==> config.mk <==
export PLATFORM = sky130hd
export DESIGN_NAME = phpac_mul
export DESIGN_NICKNAME = d
export VERILOG_FILES = /design/src/hw/rtl/phpac_pkg.sv /design/src/hw/rtl/phpac_mul.sv
export SDC_FILE = /design/constraint.sdc
export NUM_CORES = 2
export LEC_CHECK = 0
export ABC_AREA = 1
export BUFFER_PORTS_ARGS = -buffer_cell sky130_fd_sc_hd__buf_2
export CORE_MARGIN = 1
export CORE_UTILIZATION = 66
export DETAILED_ROUTE_END_ITERATION = 10
export PLACE_DENSITY = 0.84
export SYNTH_ARGS = -nofsm -noshare
export SYNTH_HDL_FRONTEND = slang
export SYNTH_SLANG_ARGS = --single-unit
==> constraint.sdc <==
create_clock -name clk -period 6.6 [get_ports clk]
set_clock_uncertainty 0.1 [all_clocks]
set_input_delay 0.33 -clock clk [delete_from_list [all_inputs] [get_ports clk]]
set_output_delay 0.33 -clock clk [all_outputs]
set_load 0.1 [all_outputs]
==> src/hw/rtl/phpac_pkg.sv <==
// ----------------------------------------------------------------------------
// phpac_pkg
// Shared types and constants for the position-hold attitude commander.
// ----------------------------------------------------------------------------
package phpac_pkg;

    localparam int MUL_A_W = 35;
    localparam int MUL_B_W = 18;
    localparam int PROD_W  = MUL_A_W + MUL_B_W;

    localparam int DIV_W   = 32;
    localparam int DVS_W   = 16;
    localparam int DCNT_W  = $clog2(DIV_W + 1);

    localparam int INV_GRAV_Q16 = 6684;
    localparam int LEAK_TAU_MS  = 30000;
    localparam int MS_PER_S     = 1000;
    localparam int QUARTER      = 16384;
    localparam int SIN_C1       = 102944;
    localparam int SIN_C3       = 42334;
    localparam int SIN_C5       = 4926;

    // 65.536 * 2^24, rounded up; step = (period * DT_RECIP + 2^23) >> 24
    localparam int DT_RECIP     = 1099511628;

    localparam logic [1:0] MODE_INACTIVE = 2'd0;
    localparam logic [1:0] MODE_HOLD     = 2'd1;
    localparam logic [1:0] MODE_HOME     = 2'd2;

    localparam logic [2:0] REG_NORTH_GAINS = 3'd0;
    localparam logic [2:0] REG_EAST_GAINS  = 3'd1;
    localparam logic [2:0] REG_DOWN_GAINS  = 3'd2;
    localparam logic [2:0] REG_PITCH_LIM   = 3'd3;
    localparam logic [2:0] REG_ROLL_LIM    = 3'd4;
    localparam logic [2:0] REG_THR_LIM     = 3'd5;
    localparam logic [2:0] REG_PERIOD      = 3'd6;

    typedef struct packed {
        logic             start;
        logic [DIV_W-1:0] dividend;
        logic [DVS_W-1:0] divisor;
    } div_req_t;

    typedef struct packed {
        logic             done;
        logic [DIV_W-1:0] quotient;
    } div_rsp_t;

endpackage

==> src/hw/rtl/phpac_mul.sv <==
// ----------------------------------------------------------------------------
// phpac_mul
// Shared signed multiplier with registered product.
// ----------------------------------------------------------------------------
module phpac_mul
    import phpac_pkg::*;
(
    input  logic                      clk,
    input  logic signed [MUL_A_W-1:0] a,
    input  logic signed [MUL_B_W-1:0] b,
    output logic signed [PROD_W-1:0]  prod
);

    logic signed [PROD_W-1:0] prod_reg;

    always_ff @(posedge clk)
    begin
        prod_reg <= a * b;
    end

    assign prod = prod_reg;

endmodule

==> results.py <==
metrics = {
    "sta": {
        "finalSetupViolations": 0,
        "slew_headroom": 0.381,
        "hold_viol": 0,
        "fin_crit_sh": 0.953,
        "timing.fmax_mhz": 159,
        "rsz0062_at_grt": "no",
        "worstMarginPinSlew_ns": 0.928,
        "drv_slew": 0,
        "finalCriticalPeriod_ns": 6.29,
        "final.setup.tns_ns": 0,
    },
    "drt": {
        "num_vias": 19900,
        "ant_nets": 0,
        "routed_via_density": 5.26,
        "routed_wl_mm": 64.8,
        "dr.pass1.iters": 7,
        "wl_per_cell_um": 17.1,
        "drc": 0,
        "first_iter_violations": 1215,
    },
    "worst_setup_path": {
        "worst_setup_path_end_kind": "flip-flop",
        "worstPathMaxFanout": 35,
        "cpPeakStageDelay_ns": 0.65,
        "path_cells": "buf_2, nand2_1, inv_1, fa_1, inv_1, fa_1, fa_1, inv_1, fa_1, fa_1, inv_1, fa_1, inv_1, ha_1, nand2_1, nor2_1, nand2_1, nor3_1, nand4_1, nand4_1, nand2_1",
        "cpMostUsedCell": "fa_1",
        "cp_slowest_cell": "buf_2",
        "critical_path_class": "in2reg",
        "path_delay_family": "adder cells",
        "crit_required_ns": 6.72,
        "cp_num_buf_inv": 6,
        "cp-start-kind": "input pin",
        "critPathArrivalTime_ns": 6.41,
    },
    "synth": {
        "synth_cell_types": 28,
        "yosys.area.top_type": "fa_1",
        "synth_flop_cell": "dfxtp_1",
        "synthesis.area_um2": 24700,
        "syn_avg_cell_area_um2": 7.45,
        "synth_top_area_frac": 0.487,
        "synth_async_sr_flop_share": 0,
        "syn_inst": 3319,
        "ys_seq_elements": 53,
        "synth_nets": 4101,
        "ys_top_cells_by_area": "fa_1 49%, inv_1 17%, nand2_1 16%",
        "yosysSeqAreaShare": 0.0429,
        "synth-edff-count": 0,
        "yosys_warnings": 0,
    },
    "global_routing": {
        "grt_max_degree": 36,
        "grt_use_total": 0.364,
        "antenna_found_initial": 1,
        "overflow": 0,
        "grt_pass1_vias": 22100,
        "grt_pass1_wl_mm": 108,
    },
    "clock_tree": {
        "holdBufCountCts": 0,
        "clock_sink_count": 53,
        "tritoncts": "built",
        "cts_buffers": 5,
        "post_cts_buffers": 0,
        "htree_levels": 2,
        "clk_path_buf_depth": 2,
        "cts_root_buf": "clkbuf_16",
        "clk_pin_slew_ns": 0.08,
        "post_cts_resized": 0,
    },
    "placed_design": {
        "numPortBuffers": 106,
        "gp_congestion": 1.05,
        "place_hpwl_mm": 55.5,
    },
    "run": {
        "maxCapViolations": 0,
    },
    "cells_and_area": {
        "area_growth_pct": 3.94,
        "fin_nets": 4099,
        "drive_above_1_share": 0.0588,
        "antennaDiodeCount": 0,
        "mostFrequentLayoutCells": "1,089 x inv_1, 1,021 x nand2_1, 601 x fa_1, 127 x ha_1, 106 x buf_2",
        "final_common_cell": "inv_1",
        "fill_cells": 3068,
        "largest_reg_flops": 53,
    },
    "floorplanning": {
        "core_area_um2": 36700,
        "die-area_um2": 38200,
        "die_h_um": 195,
        "rows": 70,
        "start_util": 0.673,
        "io_pins": 107,
        "die_x_um": 195,
    },
    "outcome": {
        "outcome": "completed",
    },
    "min_path": {
        "holdCritPathClass": "in2reg",
    },
}
area by class of cell:
class	count	area, µm²	share of cell area
Tap cell	468	586	0.0228
Inverter	1098	4120	0.160
Multi-Input combinational cell	2027	19000	0.740
Clock buffer	6	129	0.00502
Clock inverter	2	38.8	0.00151
Sequential cell	53	1060	0.0413
Timing Repair Buffer	132	751	0.0292
cell families (layout without fill, tap and decap cells):
group / count (synthesis) / after routing / share of synthesized area
buf+inv: 1239 / 1238 / 0.188
simple gates: 1227 / 1227 / 0.198
fa+ha+maj: 728 / 728 / 0.551
flops: 53 / 53 / 0.0429
compound gates: 43 / 43 / 0.00947
xor+xnor: 29 / 29 / 0.0103
worst paths after layout:
kind / start / end / slack (ns) / cells after the start
worst max-delay path: b[3] / prod[43] / 0.31 / 21
worst min-delay path: a[0] / prod[0] / 0.48 / 4
layer usage:
layer / vias up / routed length, µm / global-route usage
li1: 9020 / - / -
met1: 9737 / 23300 / 0.419
met2: 906 / 33400 / 0.665
met3: 261 / 4080 / 0.0387
met4: 0 / 3960 / 0.198
met5: - / 0 / 0
stage by stage:
stage / utilization / hold slack (ns) / cells / worst slack [ns] / cell area [µm²]
floorplan: - / 0.530 / 3319 / 0.985 / 24700
global placement: 0.695 / 0.780 / 3778 / 0.170 / 25500
detailed placement: 0.695 / 0.779 / 3778 / 0.162 / 25500
CTS: 0.700 / 0.459 / 3786 / 0.433 / 25700
global route: 0.700 / 0.471 / 3786 / 0.0860 / 25700
finish: 0.700 / 0.477 / 3786 / 0.309 / 25700
cell usage after synthesis (12+ instances only):
cell type and instances:
inv_1 1089, nand2_1 1021, clkbuf_1 134, fa_1 601
xor2_1 24, ha_1 127, nand3_1 46, nand4_1 19
nor2_1 85, a21oi_1 35, dfxtp_1 53, nor2_2 15
nand2_2 12
Power is not shown: default switching activity piles up to over one toggle a cycle in this logic, so the estimate is an artifact.
