===== config.mk =====
export PLATFORM = sky130hd
export DESIGN_NAME = phpac_div
export DESIGN_NICKNAME = d
export VERILOG_FILES = /design/src/hw/rtl/phpac_pkg.sv /design/src/hw/rtl/phpac_div.sv
export SDC_FILE = /design/constraint.sdc
export NUM_CORES = 1
export LEC_CHECK = 0
export BUFFER_PORTS_ARGS = -buffer_cell sky130_fd_sc_hd__buf_2
export CAP_MARGIN = 20
export CELL_PAD_IN_SITES_DETAIL_PLACEMENT = 2
export CELL_PAD_IN_SITES_GLOBAL_PLACEMENT = 2
export CORE_ASPECT_RATIO = 0.7
export CORE_MARGIN = 5
export CORE_UTILIZATION = 36
export DETAILED_ROUTE_END_ITERATION = 8
export PLACE_DENSITY = 0.84
export SYNTH_ARGS = -nofsm -noshare
export SYNTH_HDL_FRONTEND = slang
export SYNTH_SLANG_ARGS = --single-unit

===== constraint.sdc =====
create_clock -name clk -period 6 [get_ports clk]
set_input_delay 0.3 -clock clk [delete_from_list [all_inputs] [get_ports clk]]
set_output_delay 0.3 -clock clk [all_outputs]
set_load 0.005 [all_outputs]

===== src/hw/rtl/phpac_pkg.sv =====
// ----------------------------------------------------------------------------
// phpac_pkg
// Shared types and constants for the position-hold attitude commander.
// ----------------------------------------------------------------------------
package phpac_pkg;

    localparam int MUL_A_W = 35;
    localparam int MUL_B_W = 18;
    localparam int PROD_W  = MUL_A_W + MUL_B_W;

    localparam int DIV_W   = 32;
    localparam int DVS_W   = 16;
    localparam int DCNT_W  = $clog2(DIV_W + 1);

    localparam int INV_GRAV_Q16 = 6684;
    localparam int LEAK_TAU_MS  = 30000;
    localparam int MS_PER_S     = 1000;
    localparam int QUARTER      = 16384;
    localparam int SIN_C1       = 102944;
    localparam int SIN_C3       = 42334;
    localparam int SIN_C5       = 4926;

    // 65.536 * 2^24, rounded up; step = (period * DT_RECIP + 2^23) >> 24
    localparam int DT_RECIP     = 1099511628;

    localparam logic [1:0] MODE_INACTIVE = 2'd0;
    localparam logic [1:0] MODE_HOLD     = 2'd1;
    localparam logic [1:0] MODE_HOME     = 2'd2;

    localparam logic [2:0] REG_NORTH_GAINS = 3'd0;
    localparam logic [2:0] REG_EAST_GAINS  = 3'd1;
    localparam logic [2:0] REG_DOWN_GAINS  = 3'd2;
    localparam logic [2:0] REG_PITCH_LIM   = 3'd3;
    localparam logic [2:0] REG_ROLL_LIM    = 3'd4;
    localparam logic [2:0] REG_THR_LIM     = 3'd5;
    localparam logic [2:0] REG_PERIOD      = 3'd6;

    typedef struct packed {
        logic             start;
        logic [DIV_W-1:0] dividend;
        logic [DVS_W-1:0] divisor;
    } div_req_t;

    typedef struct packed {
        logic             done;
        logic [DIV_W-1:0] quotient;
    } div_rsp_t;

endpackage


===== src/hw/rtl/phpac_div.sv =====
// ----------------------------------------------------------------------------
// phpac_div
// Unsigned restoring divider, one quotient bit per cycle.
// ----------------------------------------------------------------------------
module phpac_div
    import phpac_pkg::*;
(
    input  logic     clk,
    input  logic     rst_n,
    input  div_req_t req,
    output div_rsp_t rsp
);

    logic [DIV_W-1:0]  num_reg;
    logic [DVS_W-1:0]  den_reg;
    logic [DVS_W-1:0]  rem_reg;
    logic [DCNT_W-1:0] cnt_reg;
    logic              busy_reg;
    logic              done_reg;
    logic [DVS_W:0]    shifted;
    logic [DVS_W:0]    trial;

    assign shifted = {rem_reg, num_reg[DIV_W-1]};
    assign trial   = shifted - {1'b0, den_reg};

    always_ff @(posedge clk or negedge rst_n)
    begin
        if (!rst_n)
        begin
            num_reg  <= '0;
            den_reg  <= '0;
            rem_reg  <= '0;
            cnt_reg  <= '0;
            busy_reg <= 1'b0;
            done_reg <= 1'b0;
        end
        else
        begin
            done_reg <= 1'b0;
            if (req.start)
            begin
                num_reg  <= req.dividend;
                den_reg  <= req.divisor;
                rem_reg  <= '0;
                cnt_reg  <= DCNT_W'(DIV_W);
                busy_reg <= 1'b1;
            end
            else if (busy_reg)
            begin
                if (shifted >= {1'b0, den_reg})
                begin
                    rem_reg <= trial[DVS_W-1:0];
                    num_reg <= {num_reg[DIV_W-2:0], 1'b1};
                end
                else
                begin
                    rem_reg <= shifted[DVS_W-1:0];
                    num_reg <= {num_reg[DIV_W-2:0], 1'b0};
                end
                cnt_reg <= cnt_reg - DCNT_W'(1);
                if (cnt_reg == DCNT_W'(1))
                begin
                    busy_reg <= 1'b0;
                    done_reg <= 1'b1;
                end
            end
        end
    end

    assign rsp.done     = done_reg;
    assign rsp.quotient = num_reg;

endmodule


==> impl_metrics.tcl <==
set metrics [dict create \
    drive_gt1_share_pct 21.6 \
    start_kind "flop" \
    io_buffers 83 \
    insertion_delay_ns 0.34 \
    syn_nets 513 \
    postRouteAntennaNets 0 \
    p_clk_share_pct 26.9 \
    hold-path-cell-count 3 \
    htreeDepth 3 \
    via_count 3542 \
    fmax_mhz 328 \
    die-height_microns 99.5 \
    r2r-start "rem_reg[1]" \
    fillerInstances 1250 \
    grt_pass1_wl_mm 20.7 \
    tightest_slew_ns 1.02 \
    cts_hold_buf 0 \
    finClkSkew_ns 0.00617 \
    start_util_pct 37.1 \
    hp-start "req[11]" \
    r2r_cells 8 \
    setup_violations 0 \
    fin_cells 672 \
    cts_sinks 72 \
    io_pins 84 \
    largest_reg_flops 32 \
    rsz0062_at_grt "false" \
    power.leakage_nw 2.61 \
    cts_buffers 9 \
    synth.top_cell.area_share_pct 43.8 \
    place.gp.congestion 0.769 \
    fin_nets 584 \
    ys_ff_latch 72 \
    most-common-layout-cells "82 x buf_2, 71 x dfrtp_1, 65 x nand2_1" \
    drtIter0Drc 133 \
    grt_antenna_before_repair 0 \
    power_mw 2.22 \
    synth_edf_count 0 \
    min_path_type "in -> reg" \
    ir_drop_mv 0.176 \
    clockBufferDepth 2 \
    multiInputGateArea_sq_um 2100 \
    ys_async_sr_fraction_pct 100 \
    design.core.area_sq_um 11100 \
    syn2layout_area_growth_pct 20.4 \
    power_density_nw_per_um2 449 \
    synth.distinct_cells 53 \
    swShare_pct 38.7 \
    cp.required_ns 6.17 \
    synthTopCellsByArea "dfrtp_1 44%, mux2i_1 10%, o21ai_0 6.0%" \
    min_period_over_period_pct 50.9 \
    utilization_pct 44.7 \
    cp.arrival_ns 3.22 \
    grt_max_degree 116 \
    power_switching_mw 0.861 \
    finalMaxSlewViolations 0 \
    die-area_sq_um 13700 \
    path_clk_slew_ns 0.06 \
    internal_power_mw 1.36 \
    status "finished clean" \
    post_cts_resized 0 \
    n_antenna_cell 0 \
    via_per_inst 5.27 \
    post_cts_buffers 0 \
    dp.cells 656 \
    grt_overflow 0 \
    path_class "reg -> reg" \
    wl_per_cell_microns 18.5 \
    dp_hpwl_mm 8.62 \
    cp-end-kind "flop" \
    drc_errors 0 \
    final_common_cell "buf_2" \
    place_worst_setup_slack_ns 3.07 \
    crit_fanout 16 \
    slew-limit-headroom_pct 32.0 \
    pwr-share-comb_pct 43.0 \
    pwr-share-seq_pct 30.1 \
    synth_ff_type "dfrtp_1" \
    ff_latch_area_sq_um 1800 \
    root_buffer "clkbuf_16" \
    track_usage_pct 19.1 \
    yosysTopAreaCell "dfrtp_1" \
    tns_ns 0 \
    cts_tree "done" \
    grt_pass1_vias 3972 \
    fp.dieW_microns 138 \
    yosysWarningCount 0 \
    first_pass_iters 4 \
    rows 32 \
    synth_cells 443 \
    post-route-min-period_ns 3.05 \
    worst_slack_ns 2.95 \
    synth_area_per_cell_sq_um 9.29 \
    routed_wl_mm 12.5 \
    hold_violations 0 \
    startpoint "rem_reg[1]" \
    yosysSeqAreaShare_pct 43.8 \
    max_cap_violations 0 \
    syn_area_sq_um 4120 \
]
## layer usage
layer	vias up	share of wire (%)	GRT usage (%)
met5	-	0	0
met4	0	1.5	5.39
met3	17	4.4	4.30
met2	74	48	31.9
met1	1774	46	24.9
li1	1677	-	-
## cell usage after synthesis, types with 2 or more instances
cell / instances
xor2_1: 2
a211o_1: 2
ha_1: 18
nor2b_1: 3
dfrtp_1: 72
xnor2_1: 12
a311oi_2: 2
inv_1: 25
nand3_1: 9
o21ai_0: 49
a311oi_1: 3
mux2i_1: 42
nor4_1: 2
buf_1: 8
a21oi_1: 12
mux2_2: 2
nor3_1: 10
nand2_1: 65
o21ai_1: 3
nand4_1: 3
a211oi_1: 11
and3_1: 3
a21o_1: 4
clkbuf_1: 12
buf_2: 2
nand2b_1: 7
nor2_1: 34
## final cells by class
type                    instances  area share (%)
multi-input cells             321            42.4
flip-flops and latches         72            36.4
repair buffers                 85            8.74
clock buffers                  11            5.10
well taps                     153            3.86
inverters                      25            1.89
clock inverters                 5            1.59
## through the flow
step / hold WS, ns / cell area, sq um
finish: 0.169 / 4950
global route: 0.176 / 4950
CTS: 0.157 / 4950
detailed placement: 0.516 / 4620
global placement: 0.505 / 4620
floorplan: 0.00441 / 4120
## worst max-delay path: stages, from the launching register on
cell and delay [ns]:
dfrtp_1 0.40, ha_1 0.42, nor2_1 0.10, a211oi_2 0.31, o21ai_2 0.16, o2111ai_4 0.25, a21bo_1 0.73, mux2i_1 0.39
a211oi_1 0.12
## power groups by stage
stage	logic, mW	registers [mW]	clock network [mW]
2_1_floorplan	0.714	0.650	0
3_3_place_gp	0.871	0.670	0
3_5_place_dp	0.930	0.678	0
4_1_cts	0.957	0.670	0.617
5_1_grt	1.05	0.685	0.634
6_report	0.957	0.668	0.598
## kinds of logic (layout without fill, tap and decap cells)
logic type,after synthesis,in the layout,synth area share (%)
and+or+nand+nor,141,141,15.1
AOI/OAI and AO/OA,103,103,16.3
DFF,72,72,43.8
buffers and inverters,50,126,5.17
muxes,44,44,10.8
adders and majority gates,19,19,5.96
xor gates and xnor gates,14,14,2.98
## path summary, 6_finish.rpt
| kind | endpoint | slack, ns |
|---|---|---|
| hold / removal | den_reg[11] | 0.17 |
| max in group asynchronous | busy_reg | 5.13 |
| setup / recovery | rem_reg[2] | 2.95 |
| setup reg to reg | rem_reg[2] | 2.95 |
| min in group asynchronous | num_reg[8] | 0.20 |
| hold reg to reg | den_reg[13] | 0.53 |
Note: power is estimated with default switching activity, not from simulation.
